[src/hdl/pasd_pkg.sv]
package pasd_pkg;

    localparam int SAMPLES     = 8;
    localparam int SAMPLE_BITS = 12;
    localparam int COUNT_W     = (SAMPLES > 1) ? $clog2(SAMPLES) : 1;
    localparam int SUM_W       = SAMPLE_BITS + COUNT_W;
    localparam int POT_W       = 12;
    localparam int SPEED_W     = 7;
    localparam int STEP_W      = $clog2(SPEED_W);
    localparam int IDX_W       = 1;

    localparam logic [IDX_W-1:0]   REG_POT_MIN = 1'b0;
    localparam logic [IDX_W-1:0]   REG_POT_MAX = 1'b1;
    localparam logic [POT_W-1:0]   POT_MIN_RST = 12'd0;
    localparam logic [POT_W-1:0]   POT_MAX_RST = 12'd4095;
    localparam logic [SPEED_W-1:0] SPEED_FULL  = 7'd127;
    localparam logic [SPEED_W-1:0] SPEED_BAND  = 7'd2;

    typedef struct packed {
        logic acc_en;
        logic clear_sum;
        logic clamp_en;
        logic div_step;
        logic load_out;
    } pasd_cmd_t;

    typedef struct packed {
        logic changed;
    } pasd_sts_t;

endpackage

[src/hdl/pasd_dp.sv]
module pasd_dp
    import pasd_pkg::*;
(
    input  logic                   clk,
    input  logic                   rst_n,
    input  logic                   cfg_we,
    input  logic [IDX_W-1:0]       cfg_index,
    input  logic [POT_W-1:0]       cfg_data,
    input  logic [POT_W-1:0]       sample,
    input  pasd_cmd_t              cmd,
    output pasd_sts_t              sts,
    output logic [SPEED_W-1:0]     speed
);

    logic [POT_W-1:0]   min_reg, max_reg;
    logic [SUM_W-1:0]   sum_reg, sum_next;
    logic [POT_W-1:0]   range_reg;
    logic [POT_W-1:0]   rem_reg;
    logic [SPEED_W-1:0] quo_reg;
    logic               zero_reg;
    logic [SPEED_W-1:0] last_reg;
    logic [SPEED_W-1:0] speed_reg;

    logic [POT_W-1:0]   avg;
    logic [POT_W-1:0]   range_c;
    logic [POT_W-1:0]   v_c;
    logic [POT_W:0]     shifted;
    logic [POT_W:0]     trial;
    logic [SPEED_W-1:0] result;
    logic [SPEED_W-1:0] diff;

    // config registers
    always_ff @(posedge clk or negedge rst_n)
    begin
        if (!rst_n)
        begin
            min_reg <= POT_MIN_RST;
            max_reg <= POT_MAX_RST;
        end
        else if (cfg_we)
        begin
            unique case (cfg_index)
                REG_POT_MIN: min_reg <= cfg_data;
                REG_POT_MAX: max_reg <= cfg_data;
                default: ;
            endcase
        end
    end

    always_comb
    begin
        sum_next = sum_reg;
        if (cmd.clear_sum)
            sum_next = '0;
        else if (cmd.acc_en)
            sum_next = sum_reg + SUM_W'(sample[SAMPLE_BITS-1:0]);
    end

    // average and clamp
    assign avg     = POT_W'(sum_reg / SAMPLES);
    assign range_c = max_reg - min_reg;

    always_comb
    begin
        priority if (avg < min_reg)
            v_c = '0;
        else if (avg >= max_reg)
            v_c = range_c - POT_W'(1);
        else
            v_c = avg - min_reg;
    end

    // restoring division step
    assign shifted = {rem_reg, 1'b0};
    assign trial   = shifted - {1'b0, range_reg};

    always_ff @(posedge clk or negedge rst_n)
    begin
        if (!rst_n)
        begin
            sum_reg  <= '0;
            last_reg <= '0;
        end
        else
        begin
            sum_reg <= sum_next;
            if (cmd.load_out)
                last_reg <= result;
        end
    end

    always_ff @(posedge clk)
    begin
        if (cmd.clamp_en)
        begin
            range_reg <= range_c;
            rem_reg   <= v_c;
            quo_reg   <= '0;
            zero_reg  <= (max_reg <= min_reg);
        end
        else if (cmd.div_step)
        begin
            if (!trial[POT_W])
            begin
                rem_reg <= trial[POT_W-1:0];
                quo_reg <= {quo_reg[SPEED_W-2:0], 1'b1};
            end
            else
            begin
                rem_reg <= shifted[POT_W-1:0];
                quo_reg <= {quo_reg[SPEED_W-2:0], 1'b0};
            end
        end
        if (cmd.load_out)
            speed_reg <= result;
    end

    // dead-band change rule
    assign result = zero_reg ? '0 : quo_reg;
    assign diff   = (result > last_reg) ? (result - last_reg) : (last_reg - result);

    assign sts.changed = (result != last_reg)
                         && ((result == '0) || (result >= SPEED_FULL) || (diff > SPEED_BAND));
    assign speed = speed_reg;

endmodule

[src/hdl/pasd_ctrl.sv]
module pasd_ctrl
    import pasd_pkg::*;
(
    input  logic      clk,
    input  logic      rst_n,
    input  logic      in_valid,
    output logic      in_stall,
    output logic      out_valid,
    input  logic      out_stall,
    input  pasd_sts_t sts,
    output pasd_cmd_t cmd
);

    localparam logic [1:0] ST_IDLE  = 2'd0;
    localparam logic [1:0] ST_CLAMP = 2'd1;
    localparam logic [1:0] ST_DIV   = 2'd2;
    localparam logic [1:0] ST_EMIT  = 2'd3;

    logic [1:0]         state_reg, state_next;
    logic [COUNT_W-1:0] count_reg, count_next;
    logic [STEP_W-1:0]  step_reg, step_next;
    logic               out_valid_reg, out_valid_next;
    logic               in_xfer;
    logic               out_free;

    assign in_stall = (state_reg != ST_IDLE);
    assign in_xfer  = in_valid && !in_stall;
    assign out_free = !out_valid_reg || !out_stall;

    always_comb
    begin
        state_next     = state_reg;
        count_next     = count_reg;
        step_next      = step_reg;
        out_valid_next = out_valid_reg && out_stall;
        cmd            = '0;
        unique case (state_reg)
            ST_IDLE:
            begin
                if (in_xfer)
                begin
                    cmd.acc_en = 1'b1;
                    if (count_reg == COUNT_W'(SAMPLES - 1))
                    begin
                        count_next = '0;
                        state_next = ST_CLAMP;
                    end
                    else
                        count_next = count_reg + COUNT_W'(1);
                end
            end
            ST_CLAMP:
            begin
                cmd.clamp_en  = 1'b1;
                cmd.clear_sum = 1'b1;
                step_next     = '0;
                state_next    = ST_DIV;
            end
            ST_DIV:
            begin
                cmd.div_step = 1'b1;
                step_next    = step_reg + STEP_W'(1);
                if (step_reg == STEP_W'(SPEED_W - 1))
                    state_next = ST_EMIT;
            end
            ST_EMIT:
            begin
                if (out_free)
                begin
                    state_next = ST_IDLE;
                    if (sts.changed)
                    begin
                        cmd.load_out   = 1'b1;
                        out_valid_next = 1'b1;
                    end
                end
            end
            default: state_next = ST_IDLE;
        endcase
    end

    always_ff @(posedge clk or negedge rst_n)
    begin
        if (!rst_n)
        begin
            state_reg     <= ST_IDLE;
            count_reg     <= '0;
            step_reg      <= '0;
            out_valid_reg <= 1'b0;
        end
        else
        begin
            state_reg     <= state_next;
            count_reg     <= count_next;
            step_reg      <= step_next;
            out_valid_reg <= out_valid_next;
        end
    end

    assign out_valid = out_valid_reg;

endmodule

[src/hdl/pot_average_scale_deadband_top.sv]
// a sample transfer is taken while the block is idle; mid-block samples only accumulate
// the last sample of each block of 8 adds a clamp state, 7 divider steps and an emit state
// input is held off through the clamp state, the 7-step restoring divider and the emit state
// rst_n clears the sum, sample count, last speed and output valid; pot_min 0, pot_max 4095
module pot_average_scale_deadband_top
    import pasd_pkg::*;
(
    input  logic               clk,
    input  logic               rst_n,
    input  logic               cfg_we,
    input  logic [IDX_W-1:0]   cfg_index,
    input  logic [POT_W-1:0]   cfg_data,
    input  logic               in_valid,
    output logic               in_stall,
    input  logic [POT_W-1:0]   sample,
    output logic               out_valid,
    input  logic               out_stall,
    output logic [SPEED_W-1:0] speed
);

    pasd_cmd_t cmd;
    pasd_sts_t sts;

    pasd_ctrl u_ctrl (
        .clk       (clk),
        .rst_n     (rst_n),
        .in_valid  (in_valid),
        .in_stall  (in_stall),
        .out_valid (out_valid),
        .out_stall (out_stall),
        .sts       (sts),
        .cmd       (cmd)
    );

    pasd_dp u_dp (
        .clk       (clk),
        .rst_n     (rst_n),
        .cfg_we    (cfg_we),
        .cfg_index (cfg_index),
        .cfg_data  (cfg_data),
        .sample    (sample),
        .cmd       (cmd),
        .sts       (sts),
        .speed     (speed)
    );

endmodule
[config.mk]
export PLATFORM = sky130hd
export DESIGN_NAME = pot_average_scale_deadband_top
export DESIGN_NICKNAME = d
export VERILOG_FILES = /design/src/hdl/pasd_pkg.sv /design/src/hdl/pasd_dp.sv /design/src/hdl/pasd_ctrl.sv /design/src/hdl/pot_average_scale_deadband_top.sv
export SDC_FILE = /design/constraint.sdc
export NUM_CORES = 1
export LEC_CHECK = 0
export BUFFER_PORTS_ARGS = -buffer_cell sky130_fd_sc_hd__buf_2
export CAP_MARGIN = 5
export CORE_UTILIZATION = 55
export DETAILED_ROUTE_END_ITERATION = 10
export PLACE_DENSITY = 0.69
export SETUP_SLACK_MARGIN = 0.02
export SYNTH_ARGS = -nofsm -noshare
export SYNTH_HDL_FRONTEND = slang
export SYNTH_SLANG_ARGS = --single-unit
export TNS_END_PERCENT = 1
[constraint.sdc]
create_clock -name clk -period 4.3 [get_ports clk]
set_input_delay 0.86 -clock clk [delete_from_list [all_inputs] [get_ports clk]]
set_output_delay 0.86 -clock clk [all_outputs]
set_load 0.02 [all_outputs]
==> impl_metrics.json, run 1 <==
{
  "cts_sinks": 94,
  "drive_gt1_share_pct": 14.8,
  "viasPerCell": 5.79,
  "synth_common_cells": "ha_1 (78), inv_1 (72), nand2_1 (54)",
  "synthAdderAreaFrac_pct": 14.8,
  "p_sw_w": 0.00264,
  "clk_path_buf_depth": 2,
  "cp.arrival_ns": 3.95,
  "areaGrowthSynthToFinish_pct": 9.86,
  "synth.most_common_cell": "ha_1",
  "port_buffers": 38,
  "grt_antenna_before_repair": 0,
  "p_leak_nw": 3.58,
  "pwr-share-seq_pct": 25.7,
  "netlist_area_um2": 7260,
  "cp_data_required_time_ns": 4.54,
  "yosys.area_share.simple_pct": 15.7,
  "synth_flop_cell": "dfrtp_1",
  "max_cap_violations": 0,
  "io_pins": 39,
  "route.antenna.remaining_nets": 0,
  "start_util_pct": 57.0,
  "post_cts_resize_count": 0,
  "synth.area.mux_share_pct": 5.84,
  "synth_edf_count": 32,
  "firstDrtPassIters": 5,
  "synth_warnings": 0,
  "dp.cells": 966,
  "status": "complete, no violations",
  "hold_path_class": "reg -> reg",
  "synthTopCellsByArea": "dfrtp_1 (15%), ha_1 (13%), edfxtp_1 (13%)",
  "synth_cells": 768,
  "drt-initial-drc-count": 296,
  "synth_top_area_cell": "dfrtp_1",
  "clock_latency_ns": 0.35,
  "coreArea_um2": 12700,
  "grt.total_usage_pct": 24.3,
  "ff2ff_setup_slack_ns": 0.59,
  "postCtsSetupRepairBufs": 0,
  "place.gp.congestion": 0.903,
  "grt-ovfl-total": 0,
  "finalPower_w": 0.00612,
  "grt_max_degree": 30,
  "power.share.combinational_pct": 59.6,
  "fin_area_um2": 7970,
  "placed_area_um2": 7630,
  "ys_ff_latch": 94,
  "fillers": 1125,
  "antenna_cells": 0,
  "final_core_utilization_pct": 62.7,
  "switching_share_pct": 43.1,
  "hpwl_um": 12200,
  "synth_compound_area_share_pct": 18.8,
  "cts_root_buffer": "clkbuf_16",
  "htreeDepth": 3,
  "fmax_mhz": 270,
  "cts_hold_buffers": 0,
  "die_x_um": 117,
  "path_clk_slew_ns": 0.07,
  "synthArstFlopShare_pct": 58.5,
  "largest_reg_flops": 15,
  "powerDensity_nw_per_um2": 768,
  "rsz0062_at_grt": "false",
  "synth_top_area_share_pct": 14.8,
  "cp_max_fo": 13,
  "slew_headroom_pct": 39.8,
  "drc_errors": 0,
  "rows": 41,
  "grt_pass1_wl_um": 25600,
  "fin_cells": 982,
  "syn_area_per_cell_um2": 9.45,
  "crit_path_end_kind": "register",
  "fin_crit_sh_pct": 86.2,
  "cts_made_buffers": 9,
  "grt_pass1_vias": 5330,
  "hold_viol_final": 0,
  "wl_per_cell_um": 15.8,
  "ys_seq_area_share_pct": 34.3,
  "synth_xor_area_share_pct": 5.55,
  "tightest_slew_ns": 0.880,
  "synth_top_family_by_area": "compound AO/OA/AOI/OAI gates",
  "min_period_ns": 3.71,
  "p_clk_share_pct": 14.7,
  "setup_viol": 0,
  "die_h_um": 117,
  "ir_worst_vdd_mv": 0.322,
  "slew_violations": 0,
  "skew_ns": 0.00621,
  "yosysUniqueCellTypes": 78,
  "crit_type": "reg -> reg",
  "syn_nets": 881,
  "die_area_um2": 13700,
  "fin_tns_setup_ns": 0,
  "nets": 918,
  "cts_tree": "done",
  "start_kind": "register",
  "internal-power_w": 0.00348,
  "dr_total_vias": 5686,
  "routed_wl_um": 15500
}
==> layer usage <==
layer  routed length, um  global-route usage (%)  part of all wire, %  vias to the layer above
met5                   0                       0                    0                        -
met4                 360                    10.2                  2.3                        0
met3                 490                    3.50                  3.2                       22
met2                7380                    39.8                   47                      105
met1                7320                    32.4                   47                     2707
li1                    -                       -                    -                     2852
==> power by group through the flow <==
stage          combinational, W  clock (W)  sequential, W
5_1_grt                 0.00406   0.000947        0.00160
2_1_floorplan           0.00290          0        0.00151
3_3_place_gp            0.00346          0        0.00157
4_1_cts                 0.00365   0.000916        0.00157
3_5_place_dp            0.00361          0        0.00158
6_report                0.00365   0.000901        0.00157
==> final timing paths <==
kind,from,endpoint,cells past startpoint
min in group asynchronous,rst_n,u_dp.last_reg[3],1
worst max register to register,u_dp.zero_reg,u_dp.last_reg[0],11
max in group asynchronous,rst_n,u_dp.max_reg[9],2
worst max-delay path,u_dp.zero_reg,u_dp.last_reg[0],11
worst min-delay path,u_ctrl.count_reg[1],u_ctrl.count_reg[1],2
worst min register to register,u_ctrl.count_reg[1],u_ctrl.count_reg[1],2
==> layout by cell type, fill, tap and decap left out, types with 6 or more instances in the layout <==
cell       instances
inv_1             72
xor2_1            17
o21ai_0           42
a211oi_1           6
xnor2_1           29
mux2_2            19
dfxtp_1            7
o21a_1             6
mux2i_1           21
nor2b_1           14
dfstp_2           12
dfrtp_1           43
clkbuf_16         10
or3_1              7
nand2_1           54
nor2_1            53
and2_1            10
buf_2             38
nor3_1            16
buf_4              7
o211ai_1           6
ha_1              77
edfxtp_1          32
nand3_1           19
nand2b_1          11
o31ai_1            8
a21o_1            11
a21oi_1           45
o22ai_1            9
==> critical path, stage by stage (launching register included) <==
cell and delay (ns):
edfxtp_1 0.54, nand2b_1 0.27, ha_1 0.46, and4bb_4 0.28, a21o_2 0.18, a221oi_1 0.34
xor2_1 0.12, a31oi_1 0.28, o31ai_4 0.13, a221oi_4 0.42, buf_4 0.24, mux2_2 0.34
==> final cells by class <==
type,instances,area (um^2),share of cell area (%)
Multi-Input combinational cell,582,4410,55.3
Sequential cell,94,2490,31.3
Inverter,73,274,3.44
Clock buffer,10,250,3.14
Timing Repair Buffer,45,243,3.04
Tap cell,172,215,2.70
Clock inverter,6,90.1,1.13
==> through the flow <==
step	hold slack [ns]	setup WS, ns
finish	0.492	0.595
global route	0.510	0.321
CTS	0.488	0.605
detailed placement	0.471	0.416
global placement	0.463	0.657
floorplan	0.450	1.01
==> cell families after synthesis <==
logic type / count (synthesis)
buffers and inverters: 92
AO/OA/AOI/OAI: 194
adder cells (fa/ha/maj): 83
multiplexers: 40
AND/OR/NAND/NOR: 219
XOR/XNOR: 46
flip-flops: 94
Power figures use the tool's default switching activity.
==> inputs of run 2 (changes only) <==
- PLACE_DENSITY: 0.69 -> 0.73
==> impl_metrics.json, run 2 (same netlist as run 1, synthesis figures left out) <==
{
  "layout_common_cells": "ha_1 (77), inv_1 (72), nand2_1 (54), nor2_1 (53), a21oi_1 (45)",
  "fillers": 1113,
  "setup_slack_ns": 0.795,
  "hold_depth": 2,
  "status": "complete, no violations",
  "p_leak_nw": 3.54,
  "htreeDepth": 3,
  "fin_tns_setup_ns": 0,
  "areaGrowthSynthToFinish_pct": 8.84,
  "cts_tree": "done",
  "cp_data_required_time_ns": 4.53,
  "clk_path_buf_depth": 2,
  "cp.arrival_ns": 3.74,
  "fin_area_um2": 7900,
  "fin_crit_sh_pct": 81.5,
  "grt-ovfl-total": 0,
  "route.antenna.remaining_nets": 0,
  "postCtsSetupRepairBufs": 0,
  "reg2reg_from": "u_dp.zero_reg",
  "hold_viol_final": 0,
  "powerDensity_nw_per_um2": 751,
  "port_buffers": 38,
  "ff2ff_setup_slack_ns": 0.79,
  "reg2regPathDepth": 11,
  "viasPerCell": 5.82,
  "drt-initial-drc-count": 232,
  "grt_max_degree": 32,
  "crit_path_max_incr_delay_ns": 0.54,
  "post_cts_resize_count": 0,
  "hold_path_class": "reg -> reg",
  "fin_hold_ws_ns": 0.485,
  "rsz0062_at_grt": "false",
  "setup_viol": 0,
  "placed_area_um2": 7630,
  "grt_pass1_vias": 5556,
  "start_util_pct": 57.0,
  "fmax_mhz": 285,
  "max_cap_violations": 0,
  "coreArea_um2": 12700,
  "die_area_um2": 13700,
  "hold_path_end": "u_ctrl.count_reg[2]",
  "skew_ns": 0.00749,
  "crit_path_end_kind": "register",
  "drive_gt1_share_pct": 14.6,
  "grt_antenna_before_repair": 0,
  "hpwl_um": 12200,
  "tightest_slew_ns": 0.891,
  "antenna_cells": 0,
  "start_kind": "register",
  "grt_pass1_wl_um": 26000,
  "path_clk_slew_ns": 0.07,
  "worstHoldStart": "u_ctrl.count_reg[2]",
  "slew_violations": 0,
  "ir_worst_vdd_mv": 0.331,
  "place.gp.congestion": 0.910,
  "die_h_um": 117,
  "min_period_ns": 3.51,
  "firstDrtPassIters": 5,
  "wl_per_cell_um": 15.8,
  "nets": 918,
  "cts_made_buffers": 9,
  "cts_root_buffer": "clkbuf_16",
  "crit_type": "reg -> reg",
  "die_x_um": 117,
  "cp_max_fo": 13,
  "dp_slack_ns": 0.627,
  "routed_wl_um": 15600,
  "r2r-end": "u_dp.last_reg[5]",
  "dr_total_vias": 5711,
  "final_common_cell": "ha_1",
  "rows": 41,
  "path_cells": "nand2b_1, ha_1, and4bb_4, a21o_2, a221oi_1, xor2_1, a31oi_1, o31ai_4, a221oi_4, buf_4, mux2_2",
  "io_pins": 39,
  "cts_hold_buffers": 0,
  "slowest_stage": "edfxtp_1",
  "clock_latency_ns": 0.34,
  "grt.total_usage_pct": 24.4,
  "drc_errors": 0,
  "largest_reg_flops": 15,
  "slew_headroom_pct": 39.7,
  "cts_sinks": 94
}
==> run 2: changes by cell type in the layout (fill, tap and decap cells not counted), sizes merged <==
cell      change
clkinvlp      +1
bufinv        -2
inv           -1
clkinv        +2
==> run 2: layer usage <==
| metal | track usage (%) | up-vias | part of all wire, % |
|---|---|---|---|
| met5 | 0 | - | 0 |
| met4 | 7.76 | 0 | 1.9 |
| met3 | 3.81 | 21 | 2.9 |
| met2 | 42.8 | 103 | 49 |
| met1 | 30.9 | 2729 | 46 |
| li1 | - | 2858 | - |
==> run 2: worst max path at each step <==
| stage | endpoint | start | cells past startpoint |
|---|---|---|---|
| 3_3_place_gp | u_dp.sum_reg[14] | sample[0] | 11 |
| 3_5_place_dp | u_dp.sum_reg[12] | sample[0] | 11 |
| 2_1_floorplan | u_dp.sum_reg[10] | sample[0] | 9 |
| 6_report | u_dp.last_reg[5] | u_dp.zero_reg | 11 |
| 4_1_cts | u_dp.last_reg[5] | u_dp.zero_reg | 11 |
| 5_1_grt | u_dp.last_reg[3] | u_dp.zero_reg | 11 |
==> run 2: area by class of cell <==
type	instances	area (um^2)	area share [%]
Clock inverter	6	37.5	0.475
Inverter	73	274	3.47
Timing Repair Buffer	45	243	3.07
Clock buffer	10	229	2.90
Tap cell	172	215	2.72
Multi-Input combinational cell	582	4410	55.8
Sequential cell	94	2490	31.6
==> run 2: where the power goes <==
part           switching, W  internal (W)  total (W)
sequential         0.000236       0.00133    0.00157
combinational       0.00204       0.00160    0.00365
clock              0.000326      0.000390   0.000716
==> run 2: worst max-delay path, delay by kind of cell, from the launching register on <==
kind            cells  cell delay (ns)
compound gates      5             1.21
xor+xnor            1             0.11
fa+ha+maj           1             0.45
buf+inv             1             0.21
flops               1             0.54
mux                 1             0.34
simple gates        2             0.54
==> run 2: per-stage QoR <==
stage          std cells  total power (W)  utilization, %
2_1_floorplan        768          0.00441               -
3_3_place_gp         966          0.00503            60.0
3_5_place_dp         966          0.00519            60.0
4_1_cts              982          0.00594            62.1
5_1_grt              982          0.00644            62.1
6_report             982          0.00593            62.1
==> inputs of run 3 (changes only) <==
- ABC_AREA: not set -> 1
- PLACE_DENSITY: 0.73 -> 0.76
- clock period: 4.3 -> 2.82 ns (I/O delays scaled with it)
==> impl_metrics.json, run 3 <==
{
  "status": "complete, no violations",
  "synth_top_family_by_area": "simple AND/OR/NAND/NOR gates",
  "gr-max-usage-layer": "met2",
  "ys_ff_latch": 94,
  "synth_cells": 940,
  "cp.arrival_ns": 2.80,
  "slew_headroom_pct": 52.2,
  "slew_violations": 0,
  "reg2regPathDepth": 16,
  "min_period_ns": 2.70,
  "grt_pass1_wl_um": 26300,
  "cts_tree": "done",
  "areaGrowthSynthToFinish_pct": 11.8,
  "die_area_um2": 13600,
  "grt.total_usage_pct": 24.6,
  "use_met2_pct": 40.3,
  "cp_common_cell": "nand2_1",
  "hpwl_um": 12200,
  "path_delay_family": "simple AND/OR/NAND/NOR gates",
  "wl_per_cell_um": 13.3,
  "yosysUniqueCellTypes": 51,
  "crit_type": "reg -> reg",
  "coreArea_um2": 12700,
  "antenna_cells": 0,
  "synth_warnings": 0,
  "crit_path_max_incr_delay_ns": 0.53,
  "cts_made_buffers": 9,
  "fin_tns_setup_ns": 0,
  "hold_path_class": "in -> async",
  "clock_latency_ns": 0.35,
  "ir_worst_vdd_mv": 0.592,
  "setup_slack_ns": 0.120,
  "rsz0062_at_grt": "true",
  "powerDensity_nw_per_um2": 1260,
  "grt_antenna_before_repair": 0,
  "grt_max_degree": 56,
  "start_util_pct": 56.7,
  "dp_slack_ns": 0.114,
  "largest_reg_flops": 15,
  "fmax_mhz": 370,
  "synth_compound_area_share_pct": 15.1,
  "hold_viol_final": 0,
  "crit_path_end_kind": "register",
  "cts_sinks": 94,
  "max_cap_violations": 0,
  "drive_gt1_share_pct": 12.2,
  "synthTopCellsByArea": "dfrtp_1 (15%), ha_1 (14%), edfxtp_1 (13%)",
  "synth_edf_count": 32,
  "critPathBufInv": 2,
  "setup_viol": 0,
  "synth_xor_area_share_pct": 3.73,
  "fin_crit_sh_pct": 95.8,
  "dr_total_vias": 6280,
  "rows": 41,
  "globalRouteMet1Util_pct": 34.0,
  "syn_nets": 1053,
  "routed_wl_um": 15700,
  "cp_max_fo": 4,
  "cp_data_required_time_ns": 2.92,
  "reg2reg_from": "u_dp.max_reg[0]",
  "drt-initial-drc-count": 428,
  "yosys.area_share.simple_pct": 23.3,
  "firstDrtPassIters": 5,
  "slowest_stage": "dfstp_2",
  "synth.area.mux_share_pct": 0,
  "path_cells": "inv_1, ha_1, fa_2, or2_2, and2_2, nand2_1, nor2_2, nand2_2, nor2_4, nand3_2, nor2_4, buf_4, nand4_1, nand3_1, nand2_1, nand2_1",
  "start_kind": "register",
  "port_buffers": 38,
  "ys_seq_area_share_pct": 34.6,
  "fillers": 1110,
  "synthAdderAreaFrac_pct": 14.9,
  "synth_flop_cell": "dfrtp_1",
  "route.antenna.remaining_nets": 0,
  "die_x_um": 116,
  "synth_top_area_share_pct": 14.9,
  "layout_common_cells": "nand2_1 (222), inv_1 (141), o21ai_0 (79), ha_1 (76), a21oi_1 (66)",
  "grt-ovfl-total": 0,
  "place.gp.congestion": 0.924,
  "grt_pass1_vias": 5861,
  "synth_top_area_cell": "dfrtp_1",
  "nets": 1110,
  "cts_root_buffer": "clkbuf_16",
  "netlist_area_um2": 7210,
  "path_clk_slew_ns": 0.07,
  "syn_area_per_cell_um2": 7.67,
  "clk_path_buf_depth": 2,
  "skew_ns": 0.00966,
  "placed_area_um2": 7690,
  "synthArstFlopShare_pct": 58.5,
  "tightest_slew_ns": 0.717,
  "io_pins": 39,
  "fin_area_um2": 8060,
  "synth.most_common_cell": "nand2_1",
  "ff2ff_setup_slack_ns": 0.12,
  "fin_hold_ws_ns": 0.336,
  "drc_errors": 0,
  "synth_common_cells": "nand2_1 (224), inv_1 (142), o21ai_0 (79)",
  "viasPerCell": 5.35,
  "p_leak_nw": 4.08,
  "htreeDepth": 3,
  "grt_util_met3_pct": 2.96,
  "die_h_um": 116,
  "final_common_cell": "nand2_1",
  "r2r-end": "u_dp.rem_reg[11]"
}
[run 3: cell types whose count changed in the layout (fill, tap and decap cells not counted), sizes merged, moves of 13 or more]
cell,change
o21ai,+40
nor2b,-14
nand2b,-13
nand4,+14
a21oi,+21
xnor2,-21
mux2,-19
mux2i,-21
inv,+72
nand3,+35
nand2,+174
buf,+14
[run 3: routing by layer]
layer,routed length (um),up-vias
li1,-,3251
met1,7700,2877
met2,7090,129
met3,529,23
met4,349,0
met5,0,-
[run 3: worst reg2reg max path, stage by stage, from the launching register on]
cell and delay (ns):
dfstp_2 0.53, inv_1 0.04, ha_1 0.22, fa_2 0.35, or2_2 0.29, and2_2 0.19, nand2_1 0.09, nor2_2 0.05
nand2_2 0.11, nor2_4 0.05, nand3_2 0.11, nor2_4 0.05, buf_4 0.12, nand4_1 0.07, nand3_1 0.06, nand2_1 0.06
nand2_1 0.04
[run 3: kinds of logic (layout without fill, tap and decap cells)]
group	after synthesis	count (layout)
flops	94	94
xor+xnor	29	29
fa+ha+maj	83	83
buf+inv	159	221
simple gates	383	383
compound gates	192	192
[run 3: area by class of cell]
type | count | area [um^2] | area share (%)
multi-input combinational | 687 | 4160 | 51.6
sequential | 94 | 2490 | 30.9
inverter | 146 | 552 | 6.85
timing repair buffer | 59 | 348 | 4.32
clock buffer | 10 | 239 | 2.97
tap | 172 | 215 | 2.67
clock inverter | 6 | 52.6 | 0.652
[run 3: worst max path at each step]
stage	start	to	slack (ns)	cells past startpoint
4_1_cts	u_dp.max_reg[0]	u_dp.rem_reg[9]	0.07	15
2_1_floorplan	u_dp.max_reg[0]	u_dp.rem_reg[9]	0.22	13
3_3_place_gp	u_dp.max_reg[0]	u_dp.rem_reg[9]	0.16	15
5_1_grt	u_dp.max_reg[0]	u_dp.rem_reg[9]	-0.03	15
6_report	u_dp.max_reg[0]	u_dp.rem_reg[11]	0.12	16
3_5_place_dp	u_dp.max_reg[0]	u_dp.rem_reg[9]	0.11	15
[run 3: timing repair]
item                       4_1_cts  5_1_grt
setup endpoints to repair        0       15
setup buffers                    0        3
gates resized for setup          0       15
hold buffers                     0        0
[run 3: through the flow]
step / total power (W) / cells / util (%)
3_5_place_dp: 0.00885 / 1155 / 60.4
2_1_floorplan: 0.00734 / 940 / -
5_1_grt: 0.0112 / 1174 / 63.3
3_3_place_gp: 0.00874 / 1155 / 60.4
4_1_cts: 0.0101 / 1171 / 62.7
6_report: 0.0102 / 1174 / 63.3
[run 3: power by group]
group          internal, W  switching [W]
clock network     0.000636       0.000548
logic              0.00244        0.00407
registers          0.00212       0.000379
total              0.00519        0.00499
